$ cat src/sv/ostt_pkg.sv
`timescale 1ns / 1ps
`default_nettype none
package ostt_pkg;

   localparam int NUM_TIMERS = 16;
   localparam int TIME_BITS  = 48;
   localparam int IDX_BITS   = $clog2(NUM_TIMERS);

   localparam int SLOT_BITS  = 4;
   localparam int DELAY_BITS = 41;
   localparam int DUE_BITS   = 48;

   typedef logic [TIME_BITS-1:0] time_type;
   typedef logic [IDX_BITS-1:0]  idx_type;

   localparam logic [1:0] OP_SET    = 2'd0;
   localparam logic [1:0] OP_CANCEL = 2'd1;
   localparam logic [1:0] OP_TICK   = 2'd2;

   localparam logic [2:0] STATUS_SET_DONE  = 3'd0;
   localparam logic [2:0] STATUS_CANCELLED = 3'd1;
   localparam logic [2:0] STATUS_IDLE_SLOT = 3'd2;
   localparam logic [2:0] STATUS_FIRED     = 3'd3;
   localparam logic [2:0] STATUS_TICK_NONE = 3'd4;

endpackage
`default_nettype wire

$ cat src/sv/one_shot_timer_table_unit.sv
`timescale 1ns / 1ps
`default_nettype none
// One-shot timer table. A command is taken when start is high and busy is low.
// Set and cancel give their single result on the rsp_ ports in the cycle
// after the transfer and busy stays low, so a command may be issued every
// cycle. A tick holds busy while the due-time memory is read one slot per
// cycle (registered read) to fire expired slots and find the earliest
// remaining deadline, and then while the fired slots are reported one per
// cycle in ascending slot order; if none fired, a single tick-none result
// is given instead. Results are strobed by rsp_valid for exactly one cycle
// each and cannot be held off; the final result of a command carries
// rsp_last, and busy is low in that cycle.
module one_shot_timer_table_unit (
   input  wire logic                             clock,
   input  wire logic                             reset,
   input  wire logic                             start,
   output logic                                  busy,
   input  wire logic [1:0]                       req_op,
   input  wire logic [ostt_pkg::SLOT_BITS-1:0]   req_slot,
   input  wire logic signed [ostt_pkg::DELAY_BITS-1:0] req_delay,
   output logic                                  rsp_valid,
   output logic [2:0]                            rsp_status,
   output logic [ostt_pkg::SLOT_BITS-1:0]        rsp_slot_out,
   output logic                                  rsp_wake,
   output logic [ostt_pkg::DUE_BITS-1:0]         rsp_next_due,
   output logic                                  rsp_last
);

   typedef enum logic [2:0] {
      ST_IDLE = 3'b001,
      ST_SCAN = 3'b010,
      ST_EMIT = 3'b100
   } state_type;

   localparam int NT = ostt_pkg::NUM_TIMERS;
   localparam int IB = ostt_pkg::IDX_BITS;

   state_type state_ff, state_in;
   ostt_pkg::time_type now_ff, now_in;
   ostt_pkg::time_type earliest_ff, earliest_in;
   ostt_pkg::time_type best_ff, best_in;
   logic [NT-1:0] armed_ff, armed_in;
   logic [NT-1:0] fired_ff, fired_in;
   logic [IB:0] scan_cnt_ff, scan_cnt_in;
   logic chk_valid_ff;
   ostt_pkg::idx_type chk_idx_ff;
   ostt_pkg::time_type rd_data_ff;

   ostt_pkg::time_type due_mem [NT];

   logic rsp_valid_ff, rsp_valid_in;
   logic [2:0] rsp_status_ff, rsp_status_in;
   logic [ostt_pkg::SLOT_BITS-1:0] rsp_slot_ff, rsp_slot_in;
   logic rsp_wake_ff, rsp_wake_in;
   ostt_pkg::time_type rsp_due_ff, rsp_due_in;
   logic rsp_last_ff, rsp_last_in;

   logic accept;
   logic in_range;
   ostt_pkg::idx_type req_idx;
   ostt_pkg::time_type set_due;
   logic set_we;
   logic issue;
   ostt_pkg::idx_type rd_idx;
   logic hit, expired, scan_done;
   ostt_pkg::idx_type pick;
   logic [NT-1:0] pick_mask;

   assign busy     = (state_ff != ST_IDLE);
   assign accept   = start && !busy;
   assign req_idx  = IB'(req_slot);
   assign in_range = 32'(req_slot) < 32'(NT);
   assign set_due  = now_ff + ostt_pkg::TIME_BITS'($unsigned(req_delay));
   assign set_we   = accept && (req_op == ostt_pkg::OP_SET) && in_range
                     && !req_delay[ostt_pkg::DELAY_BITS-1];

   assign issue  = (state_ff == ST_SCAN) && (scan_cnt_ff < (IB+1)'(NT));
   assign rd_idx = scan_cnt_ff[IB-1:0];

   // Check stage: data of the slot read last cycle
   assign hit       = chk_valid_ff && armed_ff[chk_idx_ff];
   assign expired   = hit && (rd_data_ff < now_ff);
   assign scan_done = chk_valid_ff && (chk_idx_ff == IB'(NT - 1));

   // Lowest pending fired slot
   always_comb begin
      pick = '0;
      for (int i = NT - 1; i >= 0; i--) begin
         if (fired_ff[i]) begin
            pick = IB'(i);
         end
      end
   end
   assign pick_mask = NT'(1) << pick;

   always_comb begin
      state_in      = state_ff;
      now_in        = now_ff;
      earliest_in   = earliest_ff;
      best_in       = best_ff;
      armed_in      = armed_ff;
      fired_in      = fired_ff;
      scan_cnt_in   = scan_cnt_ff;
      rsp_valid_in  = 1'b0;
      rsp_status_in = rsp_status_ff;
      rsp_slot_in   = rsp_slot_ff;
      rsp_wake_in   = 1'b0;
      rsp_due_in    = rsp_due_ff;
      rsp_last_in   = 1'b1;

      case (state_ff)
         ST_IDLE: begin
            if (accept) begin
               case (req_op)
                  ostt_pkg::OP_SET: begin
                     if (in_range) begin
                        if (req_delay[ostt_pkg::DELAY_BITS-1]) begin
                           armed_in[req_idx] = 1'b0;
                        end else begin
                           armed_in[req_idx] = 1'b1;
                           if (earliest_ff > set_due) begin
                              earliest_in = set_due;
                              rsp_wake_in = 1'b1;
                           end
                        end
                     end
                     rsp_valid_in  = 1'b1;
                     rsp_status_in = ostt_pkg::STATUS_SET_DONE;
                     rsp_slot_in   = req_slot;
                     rsp_due_in    = earliest_in;
                  end
                  ostt_pkg::OP_CANCEL: begin
                     rsp_status_in = ostt_pkg::STATUS_IDLE_SLOT;
                     if (in_range && armed_ff[req_idx]) begin
                        armed_in[req_idx] = 1'b0;
                        rsp_status_in     = ostt_pkg::STATUS_CANCELLED;
                     end
                     rsp_valid_in = 1'b1;
                     rsp_slot_in  = req_slot;
                     rsp_due_in   = earliest_ff;
                  end
                  ostt_pkg::OP_TICK: begin
                     now_in      = now_ff + ostt_pkg::TIME_BITS'(1);
                     best_in     = '1;
                     fired_in    = '0;
                     scan_cnt_in = '0;
                     state_in    = ST_SCAN;
                  end
                  default: begin
                  end
               endcase
            end
         end
         ST_SCAN: begin
            if (issue) begin
               scan_cnt_in = scan_cnt_ff + (IB+1)'(1);
            end
            if (expired) begin
               armed_in[chk_idx_ff] = 1'b0;
               fired_in[chk_idx_ff] = 1'b1;
            end else if (hit && (rd_data_ff < best_ff)) begin
               best_in = rd_data_ff;
            end
            if (scan_done) begin
               earliest_in = best_in;
               if (fired_in == '0) begin
                  rsp_valid_in  = 1'b1;
                  rsp_status_in = ostt_pkg::STATUS_TICK_NONE;
                  rsp_slot_in   = '0;
                  rsp_due_in    = best_in;
                  state_in      = ST_IDLE;
               end else begin
                  state_in = ST_EMIT;
               end
            end
         end
         ST_EMIT: begin
            fired_in      = fired_ff & ~pick_mask;
            rsp_valid_in  = 1'b1;
            rsp_status_in = ostt_pkg::STATUS_FIRED;
            rsp_slot_in   = ostt_pkg::SLOT_BITS'(pick);
            rsp_due_in    = earliest_ff;
            rsp_last_in   = (fired_in == '0);
            if (fired_in == '0) begin
               state_in = ST_IDLE;
            end
         end
         default: begin
            state_in = ST_IDLE;
         end
      endcase
   end

   always_ff @(posedge clock) begin
      if (reset) begin
         state_ff     <= ST_IDLE;
         now_ff       <= '0;
         earliest_ff  <= '1;
         armed_ff     <= '0;
         fired_ff     <= '0;
         scan_cnt_ff  <= '0;
         chk_valid_ff <= 1'b0;
         rsp_valid_ff <= 1'b0;
      end else begin
         state_ff     <= state_in;
         now_ff       <= now_in;
         earliest_ff  <= earliest_in;
         armed_ff     <= armed_in;
         fired_ff     <= fired_in;
         scan_cnt_ff  <= scan_cnt_in;
         chk_valid_ff <= issue;
         rsp_valid_ff <= rsp_valid_in;
      end
   end

   always_ff @(posedge clock) begin
      best_ff       <= best_in;
      chk_idx_ff    <= rd_idx;
      rsp_status_ff <= rsp_status_in;
      rsp_slot_ff   <= rsp_slot_in;
      rsp_wake_ff   <= rsp_wake_in;
      rsp_due_ff    <= rsp_due_in;
      rsp_last_ff   <= rsp_last_in;
   end

   // Due-time memory: written by set, read during the tick scan
   always_ff @(posedge clock) begin
      if (set_we) begin
         due_mem[req_idx] <= set_due;
      end
      rd_data_ff <= due_mem[rd_idx];
   end

   assign rsp_valid    = rsp_valid_ff;
   assign rsp_status   = rsp_status_ff;
   assign rsp_slot_out = rsp_slot_ff;
   assign rsp_wake     = rsp_wake_ff;
   assign rsp_next_due = ostt_pkg::DUE_BITS'(rsp_due_ff);
   assign rsp_last     = rsp_last_ff;

endmodule
`default_nettype wire

$ cat config.mk
export PLATFORM = sky130hd
export DESIGN_NAME = one_shot_timer_table_unit
export DESIGN_NICKNAME = d
export VERILOG_FILES = /design/src/sv/ostt_pkg.sv /design/src/sv/one_shot_timer_table_unit.sv
export SDC_FILE = /design/constraint.sdc
export NUM_CORES = 2
export LEC_CHECK = 0
export BUFFER_PORTS_ARGS = -buffer_cell sky130_fd_sc_hd__buf_2
export CORE_ASPECT_RATIO = 1.5
export CORE_MARGIN = 10
export CORE_UTILIZATION = 30
export CTS_CLUSTER_DIAMETER = 80
export DETAILED_ROUTE_END_ITERATION = 7
export PLACE_DENSITY = 0.51
export RECOVER_POWER = 25
export SETUP_SLACK_MARGIN = 0.3
export SYNTH_ARGS = -nofsm -noshare
export SYNTH_HDL_FRONTEND = slang
export SYNTH_SLANG_ARGS = --single-unit
$ cat constraint.sdc
create_clock -name clock -period 11.1 [get_ports clock]
set_input_delay 1.11 -clock clock [delete_from_list [all_inputs] [get_ports clock]]
set_output_delay 1.11 -clock clock [all_outputs]
set_load 0.01 [all_outputs]
==> impl_metrics.sql <==
INSERT INTO impl_metrics (metric_group, metric, value, unit) VALUES
('final_layout', 'post_layout_nonfiller_instances', '5406', ''),
('timing', 'setup_viol_count_final', '0', ''),
('synth', 'synth_top_family_by_area', 'multiplexers', ''),
('power_and_ir_drop', 'vdd.ir_drop.worst', '0.000128', 'V'),
('final_layout', 'layout-drive-gt1-share', '15.7', '%'),
('placement', 'place_congestion', '0.927', ''),
('run', 'max-cap-violations', '15', ''),
('timing', 'timing.final.max_slew_violations', '548', ''),
('min_path', 'worst_hold_path.num_cells', '2', ''),
('global_routing', 'vias_in_the_first_global_route', '29271', ''),
('synth', 'synth.lib_cells_used.distinct', '79', ''),
('final_layout', 'area_delta_synth_final', '13.0', '%'),
('timing', 'fin_worst_skew', '0.0294', 'ns'),
('final_layout', 'nFillCells', '15126', ''),
('synth', 'synth-compound-area-share', '7.86', '%'),
('final_layout', 'finalNetCount', '3504', ''),
('route', 'drt_iter0_markers', '2149', ''),
('placement', 'io_buffers', '108', ''),
('floorplanning', 'pin_count', '109', ''),
('power_and_ir_drop', 'power.clock.fraction', '41.9', '%'),
('floorplanning', 'placementRows', '177', ''),
('synth', 'post_synthesis_net_count', '3370', ''),
('clock_tree', 'clk_transition_reported_paths', '0.07', 'ns'),
('route', 'dr.pass1.iters', '5', ''),
('final_layout', 'layout.cells.most_common', 'edfxtp_1', ''),
('synth', 'synth.ff_latch_count', '1063', ''),
('power_and_ir_drop', 'net-switching-power', '1.73', 'mW'),
('timing', 'totalNegativeSetupSlack', '0', 'ns'),
('clock_tree', 'cts.sink_count', '1063', ''),
('clock_tree', 'cts_max_path_buffers', '3', ''),
('setup_path', 'end_kind', 'register', ''),
('route', 'totalWireLength', '139000', 'um'),
('floorplanning', 'die_x', '343', 'um'),
('global_routing', 'globalRoute.totalOverflow', '0', ''),
('placement', 'placedCellCount', '5230', ''),
('clock_tree', 'htreeDepth', '3', ''),
('synth', 'synth-simple-area-share', '6.00', '%'),
('setup_path', 'crit_required', '11.62', 'ns'),
('timing', 'layout_min_cycle_time', '8.26', 'ns'),
('setup_path', 'worst_r2r_startpoint', 'state_ff[1]', ''),
('clock_tree', 'cells_resized_by_post_cts_repair', '0', ''),
('clock_tree', 'ctsRootBufferMaster', 'clkbuf_16', ''),
('synth', 'synthFlopType', 'edfxtp_1', ''),
('route', 'post-route-drc-count', '0', ''),
('power_and_ir_drop', 'cell_internal_pwr', '6.27', 'mW'),
('route', 'drt-wirelength-per-cell', '25.8', 'um'),
('final_layout', 'layout.cells.most_common_list', 'edfxtp_1, mux4_2, nand2_1, dfxtp_1, ha_1', ''),
('clock_tree', 'hold_fix_buffer_count_after_cts', '0', ''),
('synth', 'syn_avg_cell_area', '15.0', 'um^2'),
('timing', 'rsz_0062_raised_after_global_routing', 'no', ''),
('global_routing', 'total_routing_resource_utilization_after_global_routing', '15.8', '%'),
('synth', 'synth.area.mux_share', '13.0', '%'),
('route', 'route.vias.total', '28316', ''),
('route', 'ant_nets', '0', ''),
('run_status', 'violations', 'capacitance limit, slew limit', ''),
('clock_tree', 'cts_tree', 'built', ''),
('run_status', 'result_of_the_run', 'finished, violations left', ''),
('power_and_ir_drop', 'p_seq_share', '54.5', '%'),
('power_and_ir_drop', 'power_leakage', '17.3', 'nW'),
('clock_tree', 'clkLatencyLatePin', '0.71', 'ns'),
('synth', 'yosys_warnings', '0', ''),
('timing', 'timing.final.hold_violations', '0', ''),
('global_routing', 'grt_antenna_before_repair', '5', ''),
('route', 'drt-vias-per-instance', '5.24', ''),
('floorplanning', 'dieArea', '173000', 'um^2'),
('synth', 'sequential_cell_area_fraction_in_the_yosys_report', '63.9', '%'),
('power_and_ir_drop', 'p_per_area', '151', 'nW/um^2'),
('floorplanning', 'start_util', '30.2', '%'),
('setup_path', 'crit_path_start_kind', 'register', ''),
('timing', 'worst_slew_pin_tran', '4.08', 'ns'),
('synth', 'syn_area', '47000', 'um^2');
-- Yosys cell counts, types with 54 or more instances --
cell type,instances,share of area [%]
o21ai_0,104,1.1
nor3_1,54,0.58
a21oi_1,149,1.6
ha_1,185,4.9
nand2_1,203,1.6
edfxtp_1,871,56
inv_1,180,1.4
xnor2_1,72,1.3
mux4_2,249,12
nor2_1,149,1.2
clkbuf_1,108,0.86
dfxtp_1,192,8.2
-- area by class of cell --
class / instances / area, um^2 / share of cell area (%)
flip-flops and latches: 1063 / 30000 / 56.5
multi-input cells: 1745 / 15700 / 29.6
clock buffers: 133 / 2670 / 5.04
well taps: 2058 / 2570 / 4.85
repair buffers: 181 / 968 / 1.82
inverters: 183 / 707 / 1.33
clock inverters: 42 / 412 / 0.776
diodes: 1 / 2.50 / 0.00472
-- metal layers --
layer  share of wire [%]  wire (um)  GRT usage (%)
met5              0.0086         12              0
met4                 4.8       6710           7.52
met3                 4.4       6200           1.97
met2                  50      69500           27.1
met1                  41      57000           19.6
-- logic make-up after synthesis --
kind of cell,Yosys count
AO/OA/AOI/OAI,571
XOR/XNOR,85
adder cells (fa/ha/maj),186
buffers and inverters,326
flip-flops,1063
multiplexers,298
AND/OR/NAND/NOR,605
-- state kept, by name (all words and copies together) (netlist names), 4 cells and up, named ones only --
name,cells
best_ff,48
chk_idx_ff,4
due_mem,768
earliest_ff,48
fired_ff,16
now_ff,48
rd_data_ff,48
rsp_next_due,48
rsp_slot_out,4
scan_cnt_ff,5
-- critical path, cell delays in order (launching register included) --
cell and delay (ns):
dfxtp_1 0.34, or3b_1 1.33, inv_1 0.66, clkbuf_1 2.90, nand2_1 1.11, nand2_1 1.09
buf_4 0.44, o221ai_1 0.15
-- through the flow --
step	area, um^2	hold slack (ns)	utilization [%]	setup WS (ns)	power [mW]
3_3_place_gp	50100	0.485	32.3	3.23	4.74
5_1_grt	53100	0.526	34.1	2.36	8.25
3_5_place_dp	50100	0.486	32.3	3.14	4.74
6_report	53100	0.501	34.1	2.84	8.01
4_1_cts	53200	0.495	34.2	3.79	8.09
2_1_floorplan	47000	0.329	-	4.96	4.60
-- power groups by stage --
stage / registers, mW / clock network, mW / logic [mW]
4_1_cts: 4.36 / 3.43 / 0.298
2_1_floorplan: 4.44 / 0 / 0.165
3_5_place_dp: 4.44 / 0 / 0.297
5_1_grt: 4.36 / 3.57 / 0.320
3_3_place_gp: 4.44 / 0 / 0.294
6_report: 4.36 / 3.35 / 0.292
-- final timing paths --
path / end / slack (ns)
worst max-delay path: earliest_ff[43] / 2.84
worst min-delay path: register / 0.50
worst max register to register: earliest_ff[43] / 2.84
worst min register to register: register / 0.50
Power figures use the tool's default switching activity.
